$ cat config.mk
export PLATFORM = sky130hd
export DESIGN_NAME = cmpc_square
export DESIGN_NICKNAME = d
export VERILOG_FILES = /design/src/cmpc_pkg.sv /design/src/cmpc_square.sv
export SDC_FILE = /design/constraint.sdc
export NUM_CORES = 2
export LEC_CHECK = 0
export BUFFER_PORTS_ARGS = -buffer_cell sky130_fd_sc_hd__buf_2
export CAP_MARGIN = 20
export CORE_ASPECT_RATIO = 0.5
export CORE_MARGIN = 8
export CORE_UTILIZATION = 52
export DETAILED_ROUTE_END_ITERATION = 8
export HOLD_SLACK_MARGIN = 0.05
export PLACE_DENSITY = 0.72
export SLEW_MARGIN = 20
export SYNTH_ARGS = -nofsm -noshare
export SYNTH_HDL_FRONTEND = slang
export SYNTH_SLANG_ARGS = --single-unit
$ cat constraint.sdc
create_clock -name clk -period 19.5 [get_ports clk]
set_input_delay 2.925 -clock clk [delete_from_list [all_inputs] [get_ports clk]]
set_output_delay 2.925 -clock clk [all_outputs]
set_load 0.005 [all_outputs]
$ cat src/cmpc_pkg.sv
// Shared types, constants and codes for the coded-mask pixel colormap unit.
package cmpc_pkg;

  // Intensity format and palette geometry
  localparam int FRAC_BITS       = 8;
  localparam int PALETTE_ENTRIES = 256;
  localparam int PAL_IDX_W       = $clog2(PALETTE_ENTRIES);
  localparam int RGB_W           = 24;
  localparam int LOG_SQUARINGS   = 16;
  localparam int LIN_SHIFT       = FRAC_BITS + 24;
  localparam int LOG_SHIFT       = 40;
  localparam logic [PAL_IDX_W-1:0] INDEX_MAX = PAL_IDX_W'(PALETTE_ENTRIES - 1);

  // Fixed-point one and the coded mask values
  localparam logic signed [31:0] INT_ONE      = 32'sd1 <<< FRAC_BITS;
  localparam logic signed [31:0] CODE_POLYGON = -(32'sd4 <<< FRAC_BITS);
  localparam logic signed [31:0] CODE_UNDER   = -(32'sd3 <<< FRAC_BITS);
  localparam logic signed [31:0] CODE_OVER    = -(32'sd2 <<< FRAC_BITS);

  // mode_bits positions
  localparam int MODE_LOG   = 0;
  localparam int MODE_POLY  = 1;
  localparam int MODE_UNDER = 2;
  localparam int MODE_OVER  = 3;

  // Register indexes
  localparam logic [2:0] REG_MODE        = 3'd0;
  localparam logic [2:0] REG_POLYGON     = 3'd1;
  localparam logic [2:0] REG_UNDER       = 3'd2;
  localparam logic [2:0] REG_OVER        = 3'd3;
  localparam logic [2:0] REG_LOWER_LEVEL = 3'd4;
  localparam logic [2:0] REG_LINEAR_GAIN = 3'd5;
  localparam logic [2:0] REG_LOG_LOWER   = 3'd6;
  localparam logic [2:0] REG_LOG_GAIN    = 3'd7;

  // Input action codes
  localparam logic ACT_WRITE = 1'b0;
  localparam logic ACT_PIXEL = 1'b1;

  // color_source codes
  localparam logic [1:0] SRC_PALETTE = 2'd0;
  localparam logic [1:0] SRC_POLYGON = 2'd1;
  localparam logic [1:0] SRC_UNDER   = 2'd2;
  localparam logic [1:0] SRC_OVER    = 2'd3;

  // What an item in flight turns into
  typedef enum logic [2:0] {
    KIND_WRITE,
    KIND_MASK,
    KIND_LOG,
    KIND_LIN,
    KIND_ZERO
  } cmpc_kind_t;

  typedef struct packed {
    logic                 action;
    logic [7:0]           palette_index;
    logic [23:0]          palette_rgb;
    logic signed [31:0]   intensity;
  } cmpc_in_t;

  typedef struct packed {
    logic [23:0] pixel_rgb;
    logic [1:0]  color_source;
  } cmpc_out_t;

  typedef struct packed {
    logic [3:0]         mode_bits;
    logic [23:0]        polygon_color;
    logic [23:0]        under_color;
    logic [23:0]        over_color;
    logic signed [31:0] lower_level;
    logic [31:0]        linear_gain;
    logic signed [23:0] log_lower;
    logic [31:0]        log_gain;
  } cmpc_cfg_t;

  // Pipeline payload; later stages fill the later fields
  typedef struct packed {
    cmpc_kind_t           kind;
    logic [1:0]           src;
    logic [PAL_IDX_W-1:0] pal_index;
    logic [RGB_W-1:0]     pal_rgb;     // write data, or the mask color
    logic signed [31:0]   x;
    logic signed [5:0]    lg_int;      // integer part of log2
    logic [31:0]          m;           // mantissa, Q1.31
    logic [15:0]          frac;        // log2 fraction bits
    logic [31:0]          d_mag;       // positive distance above the lower level
    logic [63:0]          prod;        // distance times gain
  } cmpc_work_t;

endpackage

$ cat src/cmpc_square.sv
// One log2 fraction step: square the mantissa and take one result bit.
module cmpc_square (
  input  logic                 clk,
  input  logic                 rst,
  input  logic                 in_valid,
  output logic                 in_ready,
  input  cmpc_pkg::cmpc_work_t in_work,
  output logic                 out_valid,
  input  logic                 out_ready,
  output cmpc_pkg::cmpc_work_t out_work
);

  cmpc_pkg::cmpc_work_t work_next;
  logic [63:0]          sq;
  logic [32:0]          top_bits;

  assign in_ready = !out_valid || out_ready;

  // Square in Q1.31, truncate, renormalize when the value reaches 2.0
  assign sq       = 64'(in_work.m) * 64'(in_work.m);
  assign top_bits = sq[63:31];

  always_comb begin
    work_next = in_work;
    if (top_bits[32]) begin
      work_next.m    = top_bits[32:1];
      work_next.frac = {in_work.frac[14:0], 1'b1};
    end else begin
      work_next.m    = top_bits[31:0];
      work_next.frac = {in_work.frac[14:0], 1'b0};
    end
  end

  always_ff @(posedge clk) begin
    if (rst) begin
      out_valid <= 1'b0;
    end else if (in_ready) begin
      out_valid <= in_valid;
    end
  end

  always_ff @(posedge clk) begin
    if (in_valid && in_ready) begin
      out_work <= work_next;
    end
  end

endmodule

==> reports/metrics.csv <==
stage,metric,value,unit
cts,post-cts-setup-buffers,0,
cts,cts_root_buffer,clkbuf_16,
critical_path,rr_startpoint,out_valid,
floorplanning,start_util,52.5,%
critical_path,crit_required,19.76,ns
placed_design,dp_slack,7.19,ns
placed_design,numPortBuffers,442,
yosys,syn_area,36200,µm²
critical_path,rr_worst_depth,4,
cts,clock_latency,0.51,ns
grt,antenna_found_initial,2,
cts,cts-htree-levels,1,
cells_and_area,layout_commonest_cell,inv_1,
floorplanning,die_area,78800,µm²
yosys,syn-instance-count,3410,
cells_and_area,final_cell_mix,"978 x inv_1, 791 x fa_1, 442 x buf_2",
cts,cts_buffers,16,
critical_path,startpoint,in_work[128],
timing,clock_skew,0.0140,ns
yosys,synth_top_flop_cell,edfxtp_1,
timing,timing.fmax,83.2,MHz
yosys,synth_edf_count,219,
yosys,ys.warnings.count,0,
floorplanning,rows,68,
yosys,ys_types,76,
yosys,ys_ff_latch,220,
routing,routedWlPerCell,20.1,µm
yosys,synth.net_count,4724,
critical_path,crit_type,in2reg,
critical_path,slowest_delay,0.79,ns
routing,drt_iter0_drc,1508,
cts,tritoncts,built,
yosys,avgSynthCellArea,10.6,µm²
grt,grt_overflow,0,
cells_and_area,drive_above_1_share,14.2,%
timing,fin_crit,12.02,ns
timing,setup-violations-final,0,
cts,cts_repair_resize_count,0,
critical_path,cp_slowest_cell,nor4_2,
floorplanning,io_pins,444,
routing,drtPass1Iterations,5,
floorplanning,core,68900,µm²
cells_and_area,num-fill-cells,5822,
yosys,async_reset_ff_share,0,%
cts,cts_hold_buf,0,
timing,slew_viol_final,0,
grt,grt_max_degree,90,
grt,grt_pass1_wl,151000,µm
timing,grt_setup_unrepaired,false,
yosys,yosysSeqAreaShare,18.2,%
critical_path,arrival,12.28,ns
cells_and_area,seqCellArea,6600,µm²
timing,maxSlewHeadroom,24.9,%
timing,final.setup.worst_slack,7.48,ns
cells_and_area,multi_input_area,25400,µm²
critical_path,endpoint,out_work[142],
run,max-cap-violations,0,
routing,via_per_inst,5.23,
timing,hold_viol_final,0,
run_status,status,completed,
timing,worst_slew_pin_slew,1.11,ns
critical_path,crit_chain,"buf_2, clkinv_1, nor2_1, fa_1, fa_1, inv_1, fa_1, fa_1, inv_1, fa_1, fa_1, fa_1, inv_1, fa_1, inv_1, ha_1, nand4_1, nor4_2, o311ai_1, a31oi_1, or4b_4, nand3_4, inv_2, mux2_4",
routing,routed_wl,94300,µm
placed_design,dp_hpwl,74900,µm
critical_path,cp-end-kind,register,
critical_path,crit_path_max_fanout,34,
cells_and_area,fin_util,57.5,%
critical_path,critical_path.most_common_cell,fa_1,
critical_path,start_kind,input port,
routing,via_count,24500,
routing,drc,0,
grt,grt_pass1_vias,27900,
cts,path_clk_slew,0.08,ns
floorplanning,die_h,203,µm
cts,clock-sinks,220,
cts,cts_buffer_depth,3,
floorplanning,dieWidth,389,µm
cells_and_area,area_delta_synth_final,9.61,%
placed_design,routabilityCongestion,0.946,
worst_hold_path,worstHoldPathType,reg2reg,
critical_path,reg2reg_slack,16.32,ns
critical_path,r2r_end,out_work[102],
timing,final.setup.tns,0,ns
routing,ant_nets,0,
cells_and_area,num_antenna_cells,0,
grt,grt.total_usage,24.4,%
timing,finalCritPeriodShare,61.6,%
cells_and_area,num-nets-final,5081,
[metal layers]
metal / track usage [%] / wire, µm
met3: 4.56 / 6390
met1: 30.0 / 35800
met4: 7.68 / 3400
met5: 0 / 13
met2: 43.6 / 48700
[state kept, by name, summed over array words and instances (netlist names)]
register / flops
out_valid: 1
out_work: 219
[metrics by stage]
| step | instances | hold WS, ns | cell area [µm²] |
|---|---|---|---|
| after floorplan | 3410 | 0.522 | 36200 |
| after global placement | 4659 | 0.518 | 39200 |
| after detailed placement | 4659 | 0.528 | 39200 |
| after CTS | 4687 | 0.558 | 39700 |
| after global routing | 4687 | 0.594 | 39700 |
| final | 4687 | 0.553 | 39700 |
[worst max-delay path, delay by kind of cell]
kind	cells	cell delay [ns]
AO/OA/AOI/OAI	2	0.92
adder cells (fa/ha/maj)	9	4.40
buffers and inverters	7	1.81
multiplexers	1	0.34
AND/OR/NAND/NOR	5	1.87
[cell type report]
cell class,count,share of cell area (%)
multi-input combinational,2092,64.1
sequential,220,16.6
inverter,980,9.28
timing repair buffer,457,5.87
tap,910,2.87
clock buffer,23,1.13
clock inverter,5,0.0947
[worst min path at each step]
stage / start / to / slack (ns) / cells after the start
finish: out_valid / out_valid / 0.55 / 2
detailed placement: out_valid / out_valid / 0.53 / 2
global route: out_valid / out_valid / 0.59 / 2
global placement: out_valid / out_valid / 0.52 / 2
CTS: out_valid / out_valid / 0.56 / 2
floorplan: out_valid / out_valid / 0.52 / 2
[cell usage after synthesis, types with 18 or more instances]
cell type | count | share of area [%]
nand4_1 | 18 | 0.31
fa_1 | 791 | 44
xnor2_1 | 39 | 0.94
o21ai_0 | 42 | 0.58
a21oi_1 | 77 | 1.1
xor2_1 | 39 | 0.94
edfxtp_1 | 219 | 18
clkbuf_1 | 104 | 1.1
mux2_2 | 18 | 0.56
inv_1 | 978 | 10
nand2_1 | 291 | 3.0
nor2_1 | 56 | 0.58
and2_1 | 229 | 4.0
a21o_1 | 26 | 0.54
ha_1 | 300 | 10
[cell families after synthesis]
kind of cell	synth area share, %
flip-flops	18.2
multiplexers	0.948
XOR/XNOR	1.89
buffers and inverters	11.5
AND/OR/NAND/NOR	9.17
AO/OA/AOI/OAI	4.13
adder cells (fa/ha/maj)	54.1
Power is not shown: default switching activity piles up to over one toggle a cycle in this logic, so the estimate is an artifact.
