`config.mk`:
```
export PLATFORM = sky130hd
export DESIGN_NAME = cmpc_front
export DESIGN_NICKNAME = d
export VERILOG_FILES = /design/src/cmpc_pkg.sv /design/src/cmpc_front.sv
export SDC_FILE = /design/constraint.sdc
export NUM_CORES = 1
export LEC_CHECK = 0
export BUFFER_PORTS_ARGS = -buffer_cell sky130_fd_sc_hd__buf_2
export CAP_MARGIN = 25
export CELL_PAD_IN_SITES_DETAIL_PLACEMENT = 1
export CELL_PAD_IN_SITES_GLOBAL_PLACEMENT = 1
export CORE_AREA = 8 8 184 186
export CTS_CLUSTER_SIZE = 8
export DETAILED_ROUTE_END_ITERATION = 12
export DIE_AREA = 0 0 192 194
export HOLD_SLACK_MARGIN = 0.1
export PLACE_DENSITY_LB_ADDON = 0.1
export SETUP_SLACK_MARGIN = 0.15
export SYNTH_ARGS = -nofsm -noshare
export SYNTH_HDL_FRONTEND = slang
export SYNTH_SLANG_ARGS = --single-unit
```
`constraint.sdc`:
```
create_clock -name clk -period 5.4 [get_ports clk]
set_input_delay 1.08 -clock clk [delete_from_list [all_inputs] [get_ports clk]]
set_output_delay 1.08 -clock clk [all_outputs]
set_load 0.02 [all_outputs]
```
`src/cmpc_pkg.sv`:
```
// Shared types, constants and codes for the coded-mask pixel colormap unit.
package cmpc_pkg;

  // Intensity format and palette geometry
  localparam int FRAC_BITS       = 8;
  localparam int PALETTE_ENTRIES = 256;
  localparam int PAL_IDX_W       = $clog2(PALETTE_ENTRIES);
  localparam int RGB_W           = 24;
  localparam int LOG_SQUARINGS   = 16;
  localparam int LIN_SHIFT       = FRAC_BITS + 24;
  localparam int LOG_SHIFT       = 40;
  localparam logic [PAL_IDX_W-1:0] INDEX_MAX = PAL_IDX_W'(PALETTE_ENTRIES - 1);

  // Fixed-point one and the coded mask values
  localparam logic signed [31:0] INT_ONE      = 32'sd1 <<< FRAC_BITS;
  localparam logic signed [31:0] CODE_POLYGON = -(32'sd4 <<< FRAC_BITS);
  localparam logic signed [31:0] CODE_UNDER   = -(32'sd3 <<< FRAC_BITS);
  localparam logic signed [31:0] CODE_OVER    = -(32'sd2 <<< FRAC_BITS);

  // mode_bits positions
  localparam int MODE_LOG   = 0;
  localparam int MODE_POLY  = 1;
  localparam int MODE_UNDER = 2;
  localparam int MODE_OVER  = 3;

  // Register indexes
  localparam logic [2:0] REG_MODE        = 3'd0;
  localparam logic [2:0] REG_POLYGON     = 3'd1;
  localparam logic [2:0] REG_UNDER       = 3'd2;
  localparam logic [2:0] REG_OVER        = 3'd3;
  localparam logic [2:0] REG_LOWER_LEVEL = 3'd4;
  localparam logic [2:0] REG_LINEAR_GAIN = 3'd5;
  localparam logic [2:0] REG_LOG_LOWER   = 3'd6;
  localparam logic [2:0] REG_LOG_GAIN    = 3'd7;

  // Input action codes
  localparam logic ACT_WRITE = 1'b0;
  localparam logic ACT_PIXEL = 1'b1;

  // color_source codes
  localparam logic [1:0] SRC_PALETTE = 2'd0;
  localparam logic [1:0] SRC_POLYGON = 2'd1;
  localparam logic [1:0] SRC_UNDER   = 2'd2;
  localparam logic [1:0] SRC_OVER    = 2'd3;

  // What an item in flight turns into
  typedef enum logic [2:0] {
    KIND_WRITE,
    KIND_MASK,
    KIND_LOG,
    KIND_LIN,
    KIND_ZERO
  } cmpc_kind_t;

  typedef struct packed {
    logic                 action;
    logic [7:0]           palette_index;
    logic [23:0]          palette_rgb;
    logic signed [31:0]   intensity;
  } cmpc_in_t;

  typedef struct packed {
    logic [23:0] pixel_rgb;
    logic [1:0]  color_source;
  } cmpc_out_t;

  typedef struct packed {
    logic [3:0]         mode_bits;
    logic [23:0]        polygon_color;
    logic [23:0]        under_color;
    logic [23:0]        over_color;
    logic signed [31:0] lower_level;
    logic [31:0]        linear_gain;
    logic signed [23:0] log_lower;
    logic [31:0]        log_gain;
  } cmpc_cfg_t;

  // Pipeline payload; later stages fill the later fields
  typedef struct packed {
    cmpc_kind_t           kind;
    logic [1:0]           src;
    logic [PAL_IDX_W-1:0] pal_index;
    logic [RGB_W-1:0]     pal_rgb;     // write data, or the mask color
    logic signed [31:0]   x;
    logic signed [5:0]    lg_int;      // integer part of log2
    logic [31:0]          m;           // mantissa, Q1.31
    logic [15:0]          frac;        // log2 fraction bits
    logic [31:0]          d_mag;       // positive distance above the lower level
    logic [63:0]          prod;        // distance times gain
  } cmpc_work_t;

endpackage

```
`src/cmpc_front.sv`:
```
// Input stage: classifies an item, picks mask colors and normalizes for log2.
module cmpc_front (
  input  logic                clk,
  input  logic                rst,
  input  cmpc_pkg::cmpc_cfg_t cfg,
  input  logic                in_valid,
  output logic                in_ready,
  input  cmpc_pkg::cmpc_in_t  in_data,
  output logic                out_valid,
  input  logic                out_ready,
  output cmpc_pkg::cmpc_work_t out_work
);

  cmpc_pkg::cmpc_work_t work_next;

  assign in_ready = !out_valid || out_ready;

  // Classify and find the leading one
  always_comb begin
    logic [31:0] ux;
    logic [4:0]  msb;
    ux  = in_data.intensity;
    msb = '0;
    for (int i = 0; i < 32; i++) begin
      if (ux[i]) msb = 5'(i);
    end
    work_next           = '0;
    work_next.pal_index = in_data.palette_index;
    work_next.pal_rgb   = in_data.palette_rgb;
    work_next.x         = in_data.intensity;
    work_next.src       = cmpc_pkg::SRC_PALETTE;
    work_next.lg_int    = $signed({1'b0, msb}) - 6'(cmpc_pkg::FRAC_BITS);
    work_next.m         = ux << (5'd31 - msb);
    work_next.frac      = '0;
    if (in_data.action == cmpc_pkg::ACT_WRITE) begin
      work_next.kind = cmpc_pkg::KIND_WRITE;
    end else if (cfg.mode_bits[cmpc_pkg::MODE_POLY] &&
                 in_data.intensity == cmpc_pkg::CODE_POLYGON) begin
      work_next.kind    = cmpc_pkg::KIND_MASK;
      work_next.src     = cmpc_pkg::SRC_POLYGON;
      work_next.pal_rgb = cfg.polygon_color;
    end else if (cfg.mode_bits[cmpc_pkg::MODE_UNDER] &&
                 in_data.intensity == cmpc_pkg::CODE_UNDER) begin
      work_next.kind    = cmpc_pkg::KIND_MASK;
      work_next.src     = cmpc_pkg::SRC_UNDER;
      work_next.pal_rgb = cfg.under_color;
    end else if (cfg.mode_bits[cmpc_pkg::MODE_OVER] &&
                 in_data.intensity == cmpc_pkg::CODE_OVER) begin
      work_next.kind    = cmpc_pkg::KIND_MASK;
      work_next.src     = cmpc_pkg::SRC_OVER;
      work_next.pal_rgb = cfg.over_color;
    end else if (cfg.mode_bits[cmpc_pkg::MODE_LOG]) begin
      // below 1.0 the log index is zero
      if (in_data.intensity < cmpc_pkg::INT_ONE) begin
        work_next.kind = cmpc_pkg::KIND_ZERO;
      end else begin
        work_next.kind = cmpc_pkg::KIND_LOG;
      end
    end else begin
      work_next.kind = cmpc_pkg::KIND_LIN;
    end
  end

  always_ff @(posedge clk) begin
    if (rst) begin
      out_valid <= 1'b0;
    end else if (in_ready) begin
      out_valid <= in_valid;
    end
  end

  always_ff @(posedge clk) begin
    if (in_valid && in_ready) begin
      out_work <= work_next;
    end
  end

endmodule

```
==> metrics.txt <==
switching share of power about 34%; ANT nets after route 0; clock network fraction of total power between 20% and 30%; port bufs ~250; crit path buf inv count 4; Clock Path Buffers 2; Yosys Warn Count 0; Lkg Pwr approximately 3.9 nW; cell internal pwr 0.00150 W; Synth Register Bits about 110; Crit path max-delay family compound AO/OA/AOI/OAI gates; Synth top area share 43.1%; initial antenna violation count 5; hold_buf cts 0; status finished, final reports clean; Worst Hold Margin between 0.5 and 0.6 ns; Vias per Instance 4.65; grt ovf 0; sequential share of power between 40% and 50%; critical path fanouts, max 17; Switching Power between 0.0007 and 0.0008 W; total CTS buffers 9; distinct cell type count after synthesis 63; max-slew violations 0; Worst Path Arrival between 4 and 5 ns; Overall Global Routing Usage between 10% and 20%; CTS root buf clkbuf_16; clk sinks about 110; Worst EP required about 5.5 ns; proportion of layout cells with a drive suffix above 1 36.1%; Rel. slew slack between 40% and 50%; Crit-path slowest cell a221oi_1; worst-skew pair later-pin latency roughly 0.37 ns; Max Cap Viol 0; vias in the first global route between 6,000 and 7,000; total power about 0.0023 W; core box area roughly 31,000 sq um; row count 65; Worst Setup Path Type input pin to flop; Clock Skews around 0.012 ns; # fillers between 3,000 and 4,000; H-tree lvl count 3; effective utilization at floorplan 24.0%; top cells by area, synth edfxtp_1 (43%), buf_4 (11%), mux2_2 (4.1%); combinational fraction of design power roughly a quarter; Critical Path Max Stage Delay between 0.5 and 0.6 ns; final wirelength 30.7 mm; First DRT Iteration DRCs between 400 and 500; vias after detailed routing 6,390; DR WL/cell approximately 22 um; area leader, netlist edfxtp_1; Final Instance Area roughly 9000 sq um; final setup fails 0; number of cells produced by synthesis ~720; Post-CTS Setup Bufs 0; crit path cell chain buf_2, or3_1, a221oi_2, o21ai_1, buf_4, a211o_1, inv_4, mux2i_1, mux2i_1, a221oi_1, buf_4, o22ai_1; Net count, final about 1,200; CP startpoint kind input pin; Mapped Avg Cell Area between 10 and 15 sq um; most frequent cells after synthesis buf_4 (114), edfxtp_1 (107), nor2_1 (66), nand2_1 (51), a211oi_1 (37); crit path time final about 4 ns; post-synthesis cell area approximately 7400 sq um; period utilization 74.6%; Hold Crit Depth 2; placer congestion estimate about 0.76; RSZ-0062 raised after global routing no; Post-DP Area between 8000 and 9000 sq um; Most used DFF post-synth edfxtp_1; Seq/Total Area, Yosys between 40% and 50%; CTS resizes 0; Die Y-Extent roughly 190 um; Peak VDD IR 0.125 mV; Die Area approximately 37,000 sq um; CTS tree built; Post-synth ARST share 0%; PD cells around 250 nW/um^2; Final Hold Viols 0; drt pass-1 iters 4; Residual DRC 0; Post-synth EDFFs roughly 110; io pins 486; crit end category flop; Synth-to-Final Area Change 21.1%; first-pass GRT wire length approximately 44 mm; Die X 192 um; pin count of the biggest net entering global routing just over 60; DP HPWL 23.4 mm; Hold Crit Class flop to flop; Clock Pin Slew Worst Setup and Hold Paths 0.08 ns; Setup TNS 0 ns; Worst path depth 12; most frequent cell after synthesis buf_4; achievable clock frequency ~250 MHz; Worst Tran Pin Value 0.865 ns; Register-to-Register Path Depth 3
-- worst paths after layout --
path / from / to / slack [ns]
worst max register to register: out_valid$_SDFFE_PP0N_ / out_work[116]$_SDFFCE_PP0P_ / 3.40
worst min-delay path: out_valid$_SDFFE_PP0N_ / out_valid$_SDFFE_PP0N_ / 0.54
worst max-delay path: in_data[14] / out_work[139]$_DFFE_PP_ / 1.37
worst min register to register: out_valid$_SDFFE_PP0N_ / out_valid$_SDFFE_PP0N_ / 0.54
-- metal layers --
metal | GRT usage (%) | part of all wire (%) | vias to the layer above | wire length, um
met5 | 0 | 0.098 | - | 30
met4 | 3.65 | 0.91 | 4 | 280
met3 | 4.08 | 7.1 | 22 | 2180
met2 | 25.1 | 45 | 301 | 13900
met1 | 20.4 | 47 | 3082 | 14300
li1 | - | - | 2981 | -
-- sequential cells by signal (all words and copies together), names as in the netlist --
| name | count |
|---|---|
| out_work | 107 |
| out_valid | 1 |
-- cell families after synthesis --
logic type      Yosys count  synth area share (%)
mux                      64                  10.3
fa+ha+maj                 1                 0.168
simple gates            181                  11.7
buf+inv                 186                  16.6
other cells               1                0.0503
flops                   108                  43.4
compound gates          182                  17.8
-- tightest hold or removal path, stage by stage, from the launching register on --
cell and delay, ns:
dfxtp_1 0.32, nand2b_1 0.11, a21oi_1 0.08
-- cells in the final DEF, fill, tap and decap left out, drive strengths merged, types with 6 or more instances in the layout --
cell / n
a31oi: 27
o31ai: 7
mux2i: 31
a221oi: 6
nor4: 11
nor2: 67
clkbuf: 9
mux4: 6
edfxtp: 107
nand4: 6
inv: 26
a22oi: 26
a2111oi: 13
a211oi: 37
conb: 112
o21ai: 10
nand2: 51
buf: 281
and2: 9
a21oi: 24
mux2: 27
nor3: 15
-- cell type report --
type	instances	area (sq um)	share of cell area, %
inverters	23	88.8	0.985
diodes	3	7.51	0.0832
repair buffers	281	1510	16.7
clock buffers	9	225	2.50
well taps	402	503	5.58
multi-input cells	540	3400	37.7
clock inverters	7	57.6	0.638
flip-flops and latches	108	3230	35.8
-- through the flow --
stage / setup slack (ns) / cells / util [%]
finish: 1.37 / 1373 / 29.0
global route: 1.25 / 1373 / 29.0
CTS: 1.45 / 1369 / 28.9
detailed placement: 1.05 / 1353 / 28.0
global placement: 1.03 / 1353 / 28.0
floorplan: 1.07 / 834 / -
-- power groups by stage --
| stage | Clock [W] | Sequential, W | Combinational, W |
|---|---|---|---|
| final | 0.000677 | 0.00101 | 0.000579 |
| after global placement | 0 | 0.00103 | 0.000579 |
| after global routing | 0.000728 | 0.00102 | 0.000625 |
| after CTS | 0.000712 | 0.00101 | 0.000582 |
| after floorplan | 0 | 0.00111 | 0.000342 |
| after detailed placement | 0 | 0.00103 | 0.000580 |
Note: power is estimated with default switching activity, not from simulation.
