File: src/cmpc_pkg.sv
// Shared types, constants and codes for the coded-mask pixel colormap unit.
package cmpc_pkg;

  // Intensity format and palette geometry
  localparam int FRAC_BITS       = 8;
  localparam int PALETTE_ENTRIES = 256;
  localparam int PAL_IDX_W       = $clog2(PALETTE_ENTRIES);
  localparam int RGB_W           = 24;
  localparam int LOG_SQUARINGS   = 16;
  localparam int LIN_SHIFT       = FRAC_BITS + 24;
  localparam int LOG_SHIFT       = 40;
  localparam logic [PAL_IDX_W-1:0] INDEX_MAX = PAL_IDX_W'(PALETTE_ENTRIES - 1);

  // Fixed-point one and the coded mask values
  localparam logic signed [31:0] INT_ONE      = 32'sd1 <<< FRAC_BITS;
  localparam logic signed [31:0] CODE_POLYGON = -(32'sd4 <<< FRAC_BITS);
  localparam logic signed [31:0] CODE_UNDER   = -(32'sd3 <<< FRAC_BITS);
  localparam logic signed [31:0] CODE_OVER    = -(32'sd2 <<< FRAC_BITS);

  // mode_bits positions
  localparam int MODE_LOG   = 0;
  localparam int MODE_POLY  = 1;
  localparam int MODE_UNDER = 2;
  localparam int MODE_OVER  = 3;

  // Register indexes
  localparam logic [2:0] REG_MODE        = 3'd0;
  localparam logic [2:0] REG_POLYGON     = 3'd1;
  localparam logic [2:0] REG_UNDER       = 3'd2;
  localparam logic [2:0] REG_OVER        = 3'd3;
  localparam logic [2:0] REG_LOWER_LEVEL = 3'd4;
  localparam logic [2:0] REG_LINEAR_GAIN = 3'd5;
  localparam logic [2:0] REG_LOG_LOWER   = 3'd6;
  localparam logic [2:0] REG_LOG_GAIN    = 3'd7;

  // Input action codes
  localparam logic ACT_WRITE = 1'b0;
  localparam logic ACT_PIXEL = 1'b1;

  // color_source codes
  localparam logic [1:0] SRC_PALETTE = 2'd0;
  localparam logic [1:0] SRC_POLYGON = 2'd1;
  localparam logic [1:0] SRC_UNDER   = 2'd2;
  localparam logic [1:0] SRC_OVER    = 2'd3;

  // What an item in flight turns into
  typedef enum logic [2:0] {
    KIND_WRITE,
    KIND_MASK,
    KIND_LOG,
    KIND_LIN,
    KIND_ZERO
  } cmpc_kind_t;

  typedef struct packed {
    logic                 action;
    logic [7:0]           palette_index;
    logic [23:0]          palette_rgb;
    logic signed [31:0]   intensity;
  } cmpc_in_t;

  typedef struct packed {
    logic [23:0] pixel_rgb;
    logic [1:0]  color_source;
  } cmpc_out_t;

  typedef struct packed {
    logic [3:0]         mode_bits;
    logic [23:0]        polygon_color;
    logic [23:0]        under_color;
    logic [23:0]        over_color;
    logic signed [31:0] lower_level;
    logic [31:0]        linear_gain;
    logic signed [23:0] log_lower;
    logic [31:0]        log_gain;
  } cmpc_cfg_t;

  // Pipeline payload; later stages fill the later fields
  typedef struct packed {
    cmpc_kind_t           kind;
    logic [1:0]           src;
    logic [PAL_IDX_W-1:0] pal_index;
    logic [RGB_W-1:0]     pal_rgb;     // write data, or the mask color
    logic signed [31:0]   x;
    logic signed [5:0]    lg_int;      // integer part of log2
    logic [31:0]          m;           // mantissa, Q1.31
    logic [15:0]          frac;        // log2 fraction bits
    logic [31:0]          d_mag;       // positive distance above the lower level
    logic [63:0]          prod;        // distance times gain
  } cmpc_work_t;

endpackage

File: src/cmpc_scale.sv
// Scaling stages: distance above the lower level, then times the gain.
module cmpc_scale (
  input  logic                 clk,
  input  logic                 rst,
  input  cmpc_pkg::cmpc_cfg_t  cfg,
  input  logic                 in_valid,
  output logic                 in_ready,
  input  cmpc_pkg::cmpc_work_t in_work,
  output logic                 out_valid,
  input  logic                 out_ready,
  output cmpc_pkg::cmpc_work_t out_work
);

  cmpc_pkg::cmpc_work_t diff_work, diff_next, mul_next;
  logic                 diff_valid, diff_ready;

  assign in_ready   = !diff_valid || diff_ready;
  assign diff_ready = !out_valid || out_ready;

  // Distance stage: a non-positive distance maps to index zero
  always_comb begin
    logic signed [21:0] lval;
    logic signed [32:0] d;
    lval      = $signed({in_work.lg_int, in_work.frac});
    diff_next = in_work;
    if (in_work.kind == cmpc_pkg::KIND_LOG) begin
      d = 33'(lval) - 33'(cfg.log_lower);
    end else begin
      d = 33'(in_work.x) - 33'(cfg.lower_level);
    end
    diff_next.d_mag = d[31:0];
    if ((in_work.kind == cmpc_pkg::KIND_LOG || in_work.kind == cmpc_pkg::KIND_LIN) &&
        (d[32] || d == '0)) begin
      diff_next.kind = cmpc_pkg::KIND_ZERO;
    end
  end

  // Gain stage
  always_comb begin
    logic [31:0] gain;
    gain = (diff_work.kind == cmpc_pkg::KIND_LOG) ? cfg.log_gain : cfg.linear_gain;
    mul_next      = diff_work;
    mul_next.prod = 64'(diff_work.d_mag) * 64'(gain);
  end

  always_ff @(posedge clk) begin
    if (rst) begin
      diff_valid <= 1'b0;
      out_valid  <= 1'b0;
    end else begin
      if (in_ready) diff_valid <= in_valid;
      if (diff_ready) out_valid <= diff_valid;
    end
  end

  always_ff @(posedge clk) begin
    if (in_valid && in_ready) diff_work <= diff_next;
    if (diff_valid && diff_ready) out_work <= mul_next;
  end

endmodule

File: config.mk
export PLATFORM = sky130hd
export DESIGN_NAME = cmpc_scale
export DESIGN_NICKNAME = d
export VERILOG_FILES = /design/src/cmpc_pkg.sv /design/src/cmpc_scale.sv
export SDC_FILE = /design/constraint.sdc
export NUM_CORES = 2
export LEC_CHECK = 0
export BUFFER_PORTS_ARGS = -buffer_cell sky130_fd_sc_hd__buf_4
export CAP_MARGIN = 20
export CORE_MARGIN = 8
export CORE_UTILIZATION = 45
export DETAILED_ROUTE_END_ITERATION = 10
export GPL_ROUTABILITY_DRIVEN = 0
export PLACE_DENSITY = 0.68
export SYNTH_ARGS = -nofsm -noshare
export SYNTH_HDL_FRONTEND = slang
export SYNTH_SLANG_ARGS = --single-unit
File: constraint.sdc
create_clock -name clk -period 15.3 [get_ports clk]
set_input_delay 4.59 -clock clk [delete_from_list [all_inputs] [get_ports clk]]
set_output_delay 4.59 -clock clk [all_outputs]
set_load 0.05 [all_outputs]
==> Implementation_results.wiki <==
{| class="wikitable"
! Metric !! Value
|-
| HPWL after detailed placement || between 100000 and 150000 µm
|-
| Post-Synthesis Net Count || just over 6000
|-
| Clock-pin slew reported for the worst setup and hold paths after clock tree synthesis || 0.07 ns
|-
| Number of sinks handled by clock tree synthesis || 376
|-
| Uppermost routed layer || met4
|-
| Placeable Area || between 100000 and 150000 µm²
|-
| Nets || around 6600
|-
| Cell seen most often among critical-path stages || sky130_fd_sc_hd__fa_1
|-
| Clock tree root buffer cell || sky130_fd_sc_hd__clkbuf_16
|-
| Setup repair after global routing missed its margin || no
|-
| Number of setup buffers added after CTS || 0
|-
| Number of remaining DRC errors || 0
|-
| Type of element launching the critical path || input port
|-
| Height of the chip || 343 µm
|-
| Library cell with the largest summed area after synthesis || sky130_fd_sc_hd__fa_1
|-
| I/O Buffers || between 400 and 500
|-
| Placed instance area || 53100 µm²
|-
| Syn avg cell area || 10.5 µm²
|-
| Total Wirelength || 141000 µm
|-
| Largest net degree at the start of global routing || 76
|-
| Fraction of layout instances using a drive strength above 1 || 12.8%
|-
| Share of the synthesized area in the top cell type || 37.3%
|-
| Vias in the first global route || approximately 37000
|-
| Wire per inst || 22.0 µm
|-
| First-pass iteration count of the detailed router || 6
|-
| Worst setup EP type || flop
|-
| Largest buffer count on any clock path || 3
|-
| Critical path arrival || 13.68 ns
|-
| TritonCTS clock tree || done
|-
| Overall fraction of global-route tracks in use || 23.8%
|-
| Path type of the worst min-delay path || flop to flop
|-
| Max Cap Violations || 0
|-
| Number of core rows || 120
|-
| Hold-fix buffers at CTS || 0
|-
| Slowest library cell on the worst path || sky130_fd_sc_hd__a2111oi_1
|-
| Number of H-tree branching levels || 2
|-
| Antenna violations before repair || 4
|-
| Number of library cell types mapped by synthesis || 76
|-
| Post-synth design cell area || 48200 µm²
|-
| Largest stage delay on the critical path || 0.80 ns
|-
| Post-layout util || between 50 and 60%
|-
| Synth warn || 0
|-
| Count leader, synth || sky130_fd_sc_hd__inv_1
|-
| Setup CP Type || input port to flop
|-
| I/O pins || between 600 and 700
|-
| Reg-to-reg critical path endpoint || out_work[62]$_DFFE_PP_
|-
| Highest achievable clock rate || 75.2 MHz
|-
| WP data required || about 16 ns
|-
| Slew margin rel. || a little over a quarter
|-
| Fin Clk Skew || 0.0278 ns
|-
| Setup slack on the worst flop-to-flop path || 4.54 ns
|-
| Status || complete, no violations
|-
| Post-cts repair resize count || 0
|-
| Cell depth of the worst flop-to-flop path || 27
|-
| Post-synthesis sequential area ratio || 23.4%
|-
| Number of flops mapped to enable cells by yosys || about 370
|-
| CP max FO || 32
|-
| Final design instance area without fill || about 54000 µm²
|-
| Wire length the detailed router placed on met1 || 55200 µm
|-
| Final-report setup violation count || 0
|-
| Reg-to-reg startpoint || diff_work[218]$_SDFFCE_PP1P_
|-
| Post-synthesis async set-or-reset flop share || 0%
|-
| Worst setup endpoint || out_work[62]$_DFFE_PP_
|-
| Iter 0 DRT Violations || approximately 2500
|-
| TritonCTS buffer count || between 40 and 50
|-
| Post-layout minimum cycle time || 13.30 ns
|-
| Actual transition at the worst max-transition pin || 1.09 ns
|-
| Worst hold slack across all endpoints || 0.407 ns
|-
| Hold violation total from the final report || 0
|-
| Most instantiated cells after synthesis || sky130_fd_sc_hd__inv_1, sky130_fd_sc_hd__fa_1, sky130_fd_sc_hd__and2_1
|-
| Met2 wire len || 67000 µm
|-
| Number of synthesized register bits || between 300 and 400
|-
| Primary flip-flop cell chosen by synthesis mapping || sky130_fd_sc_hd__edfxtp_1
|-
| Start point of the critical path || cfg[7]
|-
| Max Slew Vio Count || 0
|-
| Leading cell types by total area after synthesis || sky130_fd_sc_hd__fa_1, sky130_fd_sc_hd__edfxtp_1, sky130_fd_sc_hd__ha_1, sky130_fd_sc_hd__and2_1, sky130_fd_sc_hd__inv_1
|-
| Global-route congestion overflow total || 0
|-
| Clock latency reported for the late side of the worst-skew pair || 0.63 ns
|-
| Wire length on met3 || 13800 µm
|-
| Antenna viol nets, final || 0
|-
| First-pass GRT wire length || 215000 µm
|-
| Vias post-DR || 34200
|-
| DIE AREA || ~120000 µm²
|-
| Vias per cell || 5.34
|-
| Horizontal extent of the die || 343 µm
|-
| Crit share post-route || 86.9%
|-
| Starting density of the core || 45.2%
|-
| Synthesized instance count || 4601
|-
| Layout area overhead || 13.0%
|-
| Total Neg Setup Slack || 0 ns
|}
## routing by layer
| metal | GRT usage (%) | up-vias |
|---|---|---|
| met1 | 30.3 | 17600 |
| met4 | 7.64 | 0 |
| met5 | 0 | - |
| met2 | 39.1 | 1463 |
| li1 | - | 14800 |
| met3 | 6.99 | 281 |
## layout make-up
cell class,count,area (µm²)
Sequential cell,376,11300
Timing Repair Buffer,525,3950
Multi-Input combinational cell,3074,32600
Tap cell,1403,1760
Fill cell,9666,52200
Clock inverter,25,234
Clock buffer,52,1120
Inverter,933,3500
Antenna cell,4,10.0
## flip-flops by register name (all words and copies together), names as in the netlist
signal / cells
diff_valid: 1
out_valid: 1
diff_work: 155
out_work: 219
## critical path, delay by kind of cell
kind            cells  cell delay (ns)
buf+inv             5             0.28
mux                 1             0.72
simple gates        5             1.17
fa+ha+maj           9             4.10
compound gates      5             2.73
## cells in the final DEF (no fill, tap or decap), types with 6 or more instances in the layout
| master | count |
|---|---|
| sky130_fd_sc_hd__and3_1 | 16 |
| sky130_fd_sc_hd__a31oi_1 | 11 |
| sky130_fd_sc_hd__o21bai_1 | 14 |
| sky130_fd_sc_hd__nand2_1 | 534 |
| sky130_fd_sc_hd__a21boi_0 | 9 |
| sky130_fd_sc_hd__xnor2_1 | 55 |
| sky130_fd_sc_hd__buf_4 | 524 |
| sky130_fd_sc_hd__o22ai_1 | 6 |
| sky130_fd_sc_hd__nor2_1 | 81 |
| sky130_fd_sc_hd__o21ai_0 | 72 |
| sky130_fd_sc_hd__clkinv_2 | 9 |
| sky130_fd_sc_hd__mux2_2 | 32 |
| sky130_fd_sc_hd__fa_1 | 898 |
| sky130_fd_sc_hd__clkinv_1 | 7 |
| sky130_fd_sc_hd__nor2b_1 | 18 |
| sky130_fd_sc_hd__a21oi_1 | 115 |
| sky130_fd_sc_hd__a211oi_1 | 9 |
| sky130_fd_sc_hd__nor3_1 | 23 |
| sky130_fd_sc_hd__nand3_1 | 24 |
| sky130_fd_sc_hd__inv_1 | 933 |
| sky130_fd_sc_hd__clkbuf_16 | 43 |
| sky130_fd_sc_hd__nand4_1 | 12 |
| sky130_fd_sc_hd__clkbuf_1 | 8 |
| sky130_fd_sc_hd__mux2i_1 | 11 |
| sky130_fd_sc_hd__and2_1 | 579 |
| sky130_fd_sc_hd__o21a_1 | 15 |
| sky130_fd_sc_hd__xor2_1 | 41 |
| sky130_fd_sc_hd__edfxtp_1 | 374 |
| sky130_fd_sc_hd__o211ai_1 | 8 |
| sky130_fd_sc_hd__a21o_1 | 57 |
| sky130_fd_sc_hd__nand2b_1 | 13 |
| sky130_fd_sc_hd__ha_1 | 319 |
## cell families (layout without fill, tap and decap cells)
kind of cell    count (synthesis)  after routing  synth area share, %
simple gates                 1339           1339                 14.2
mux                            43             43                0.977
flops                         376            376                 23.4
other cells                     0              4                    0
buf+inv                      1151           1535                 8.98
xor+xnor                       96             96                 1.75
compound gates                379            379                 5.12
fa+ha+maj                    1217           1217                 45.6
## metrics by stage
stage,cells,setup slack (ns)
after CTS,6387,1.95
after detailed placement,6310,1.35
after global placement,6310,1.40
after floorplan,4601,0.143
final,6392,2.00
after global routing,6390,1.61
## worst min-delay path by stage
stage,start,to,cells past startpoint
after floorplan,diff_work[100]$_DFFE_PP_,out_work[100]$_DFFE_PP_,0
after global placement,diff_work[123]$_DFFE_PP_,out_work[123]$_DFFE_PP_,0
after detailed placement,diff_work[107]$_DFFE_PP_,out_work[107]$_DFFE_PP_,0
after CTS,diff_work[148]$_DFFE_PP_,out_work[148]$_DFFE_PP_,0
after global routing,diff_work[142]$_DFFE_PP_,out_work[142]$_DFFE_PP_,0
final,diff_work[159]$_DFFE_PP_,out_work[159]$_DFFE_PP_,0
Power is left out: the tool's default activity adds up to more than one toggle a clock period on the data nets, which glitch-free logic cannot reach.
